File: src/sfir_pkg.sv
package sfir_pkg;

  // Sample, tap and register widths
  localparam int SAMPLE_W     = 16;
  localparam int TAP_W        = 24;
  localparam int TARGET_W     = 16;
  localparam int GAIN_W       = 16;
  localparam int TAP_COUNT_W  = 9;
  localparam int APB_DATA_W   = 32;
  localparam int APB_ADDR_W   = 3;

  // Fixed-point positions
  localparam int GAIN_FRAC    = 13;
  localparam int TAP_FRAC     = 20;
  localparam int TARGET_SHIFT = 5;

  // Register reset values
  localparam logic [GAIN_W-1:0]      GAIN_RESET      = 16'd8192;
  localparam logic [TAP_COUNT_W-1:0] TAP_COUNT_RESET = 9'd256;

  // Register indexes, decoded from paddr[2]
  localparam logic REG_GAIN      = 1'b0;
  localparam logic REG_TAP_COUNT = 1'b1;

  // Item commands
  localparam logic CMD_AUDIO = 1'b0;
  localparam logic CMD_LOAD  = 1'b1;

  // Tap channels
  localparam int CH_LEFT  = 0;
  localparam int CH_RIGHT = 1;

  // One channel's tap state
  typedef struct packed {
    logic signed [TARGET_W-1:0] target;
    logic signed [TAP_W-1:0]    current;
    logic signed [TAP_W-1:0]    step;
  } tap_entry_t;

  // One tap memory word: both channels at the same tap index
  typedef tap_entry_t [1:0] tap_row_t;

  typedef enum logic [2:0] {
    ST_CLEAR,
    ST_IDLE,
    ST_LD_READ,
    ST_LD_WRITE,
    ST_MONO,
    ST_RUN,
    ST_DRAIN,
    ST_DONE
  } state_t;

endpackage

File: src/sfir_tap_ramp.sv
module sfir_tap_ramp #(
  parameter int HOP_LOG2 = 5
) (
  input  logic signed [sfir_pkg::TARGET_W-1:0] target,
  input  logic signed [sfir_pkg::TAP_W-1:0]    current,
  input  logic signed [sfir_pkg::TAP_W-1:0]    step,
  input  logic                                 hop_wrap,
  output logic signed [sfir_pkg::TAP_W-1:0]    step_next,
  output logic signed [sfir_pkg::TAP_W-1:0]    current_next
);
  import sfir_pkg::*;

  localparam int DIFF_W = TAP_W + 2;

  logic signed [DIFF_W-1:0] diff;
  logic signed [DIFF_W-1:0] diff_sh;

  // Recompute the step toward the scaled target at a hop boundary
  always_comb begin
    diff      = (DIFF_W'(target) <<< TARGET_SHIFT) - DIFF_W'(current);
    diff_sh   = diff >>> HOP_LOG2;
    step_next = hop_wrap ? diff_sh[TAP_W-1:0] : step;
  end

  // Advance the tap by one step, wrapping at the tap width
  assign current_next = current + step_next;

endmodule

File: config.mk
export PLATFORM = sky130hd
export DESIGN_NAME = sfir_tap_ramp
export DESIGN_NICKNAME = d
export VERILOG_FILES = /design/src/sfir_pkg.sv /design/src/sfir_tap_ramp.sv
export SDC_FILE = /design/constraint.sdc
export NUM_CORES = 1
export LEC_CHECK = 0
export CAP_MARGIN = 20
export CORE_ASPECT_RATIO = 0.75
export CORE_MARGIN = 1
export CORE_UTILIZATION = 45
export DETAILED_ROUTE_END_ITERATION = 10
export DONT_BUFFER_PORTS = 1
export GPL_TIMING_DRIVEN = 0
export PLACE_DENSITY = 0.65
export SYNTH_ARGS = -nofsm -noshare
export SYNTH_HDL_FRONTEND = slang
export SYNTH_SLANG_ARGS = --single-unit
File: constraint.sdc
create_clock -name vclk -period 7.35
set_input_delay 0.3675 -clock vclk [all_inputs]
set_output_delay 0.3675 -clock vclk [all_outputs]
set_load 0.005 [all_outputs]
==> summary.txt <==
Outcome
  – Outcome: completed

Timing
  – RSZ-0062 raised after global routing: false
  – Setup TNS: 0 ns
  – Clock period minus final worst setup slack: 5.115 ns
  – Hold Vio Cnt, Final: 0
  – Max-slew violation count: 0
  – Final setup vio count: 0
  – Worst-margin pin slew: 0.6891 ns
  – Final period utilization: 69.60%
  – Fmax: 195.5 MHz
  – Slew margin rel.: 54.06%

Power
  – Sw power: 0.1648 mW
  – Leakage: 1.104 nW
  – Power share of the clock group: 0%
  – Comb power frac: 100.0%
  – Internal power: 0.1244 mW
  – Reg power frac: 0%
  – Net Sw Frac: 56.99%
  – Worst vdd ir: 0.06245 mV
  – Power per cell area: 129.8 nW/µm²

Worst setup path
  – Arr. time, crit path: 4.75 ns
  – Crit end category: output pin
  – Crit Path Category: in -> out
  – Crit path required time: 6.98 ns
  – Critical path, cell by cell: or4_4, o31a_1, nor3b_1, o21a_1, nor2_1, xnor2_1, mux2_2, ha_1, o21a_1, o211ai_1, o21ai_0, o311a_2, nand3_1, a311oi_1, a41oi_1, a31oi_1, xor2_1
  – Max incr delay on CP: 0.54 ns
  – Buf/Inv on CP: 0
  – Critical path's slowest cell: a311oi_1
  – CP Launch Type: input pin
  – Most frequent CP cell: o21a_1
  – Largest fanout on the critical path: 6
  – Crit path max-delay family: compound AO/OA/AOI/OAI gates

Placed design
  – Port bufs: 0
  – GP Congestion: 0.8555
  – Placed cells: 361
  – Dpl cell area: 2228 µm²
  – Dpl hpwl: 5085 µm

Floorplan
  – Row count: 21
  – Initial core utilization: 47.73%
  – Die Span X: 81.95 µm
  – DIE HEIGHT: 61.96 µm
  – Die ar.: 5077 µm²
  – Core area: 4519 µm²
  – Boundary Pins: 113

Layout
  – Filler Cells Inserted: 479
  – Final nets: 415
  – Area Growth Syn to Fin: 3.306%
  – # diodes: 0
  – Post-route design area: 2228 µm²
  – FF+latch area: 0 µm²
  – Seq_cells: 0
  – Fin cells: 361
  – Number of clock buffers in the layout: 0
  – Fraction of layout cells with a size suffix above 1: 7.895%
  – Post-layout util: 49.31%

Synthesis
  – Mapped Cells: 304
  – Top cells by area, synth: ha_1, xnor2_1, a21oi_1
  – Syn_area_per_cell: 7.096 µm²
  – Mapped Nets: 413
  – Top cells by count, synth: ha_1, inv_1, a21oi_1
  – Sequential-to-total area share from yosys stat: 0%
  – Count leader, synth: ha_1
  – Synth Cell Area: 2157 µm²
  – Synth top area share: 24.94%
  – Cell taking the most area after synthesis: ha_1
  – Ys Warns: 0
  – Post-synth cell types: 45

Route
  – Via/cell ratio: 5.906
  – Pre-antenna DRT Iters: 4
  – Drt initial violations: 112
  – WL final: 5763 µm
  – Routed len/inst: 15.96 µm
  – Via count: 2,132
  – Post-route ant nets: 0
  – DRC viols: 0

Global routing
  – Vias in the first global route: 1,803
  – Initial antenna violation count: 0
  – First-pass GRT wire length: 8493 µm
  – Pin count of the biggest net entering global routing: 11
  – Overflow left after global routing: 0
  – GRT Util Overall: 21.42%

Clocking
  – Hold buffers post-CTS: 0
  – Setup bufs post-CTS: 0
  – Post_cts resized: 0

Worst hold path
  – Hold Crit Start: current[0]
  – Hold depth: 1
  – Worst Hold Class: in -> out
  – Hold Path Sink: current_next[0]

Job
  – Max_cap viols: 0
-- layout make-up --
class	instances	area, µm²	area share [%]
Tap cell	57	71.32	3.200
Buffer	6	22.52	1.011
Multi-Input combinational cell	265	2011	90.23
Inverter	33	123.9	5.559
-- power by group through the flow --
stage | registers [mW] | clock network (mW) | logic (mW)
5_1_grt | 0 | 0 | 0.326
2_1_floorplan | 0 | 0 | 0.241
3_5_place_dp | 0 | 0 | 0.286
6_report | 0 | 0 | 0.289
3_3_place_gp | 0 | 0 | 0.283
4_1_cts | 0 | 0 | 0.288
-- logic make-up (layout without fill, tap and decap cells) --
family / Yosys count / in the layout / synth area share (%)
multiplexers: 10 / 10 / 5.221
XOR/XNOR: 34 / 34 / 14.15
buffers and inverters: 39 / 39 / 6.787
adder cells (fa/ha/maj): 44 / 44 / 25.87
AO/OA/AOI/OAI: 93 / 93 / 29.87
AND/OR/NAND/NOR: 84 / 84 / 18.10
-- layer usage --
layer	global-route usage [%]	wire length, µm
met4	0	0
met5	0	0
met2	32.00	2349
met1	32.99	2888
met3	4.380	525
-- cells in the final DEF, fill, tap and decap left out, types with 2 or more instances in the layout --
master    count
nor3_1        8
nand2_1      23
a21o_1       13
nor2_1       28
mux2_2       10
o31ai_1       3
or2_2         2
o21ai_0      11
a31oi_1       4
o21ai_2       3
xor2_1       11
clkbuf_1      6
a31o_2        2
inv_1        33
xnor2_1      22
ha_1         43
nor2b_1       5
nand3_1       8
and3_1        3
a211oi_1      2
o21a_1        8
a21oi_1      31
or3_1         3
-- how the worst max path moves through the flow --
stage	cells after the start	slack (ns)	startpoint	end
2_1_floorplan	17	2.86	current[4]	current_next[22]
3_3_place_gp	17	2.30	current[4]	current_next[22]
3_5_place_dp	17	2.30	current[4]	current_next[22]
4_1_cts	17	2.29	current[4]	current_next[22]
5_1_grt	17	1.96	current[4]	current_next[22]
6_report	17	2.23	current[4]	current_next[22]
-- metrics by stage --
stage,worst slack [ns],power (mW),hold slack (ns)
after floorplan,2.858,0.2412,0.8524
after global placement,2.299,0.2831,0.8618
after detailed placement,2.304,0.2860,0.8592
after CTS,2.292,0.2880,0.8617
after global routing,1.960,0.3259,0.8636
final,2.235,0.2892,0.8613
Note: power is estimated with default switching activity, not from simulation.
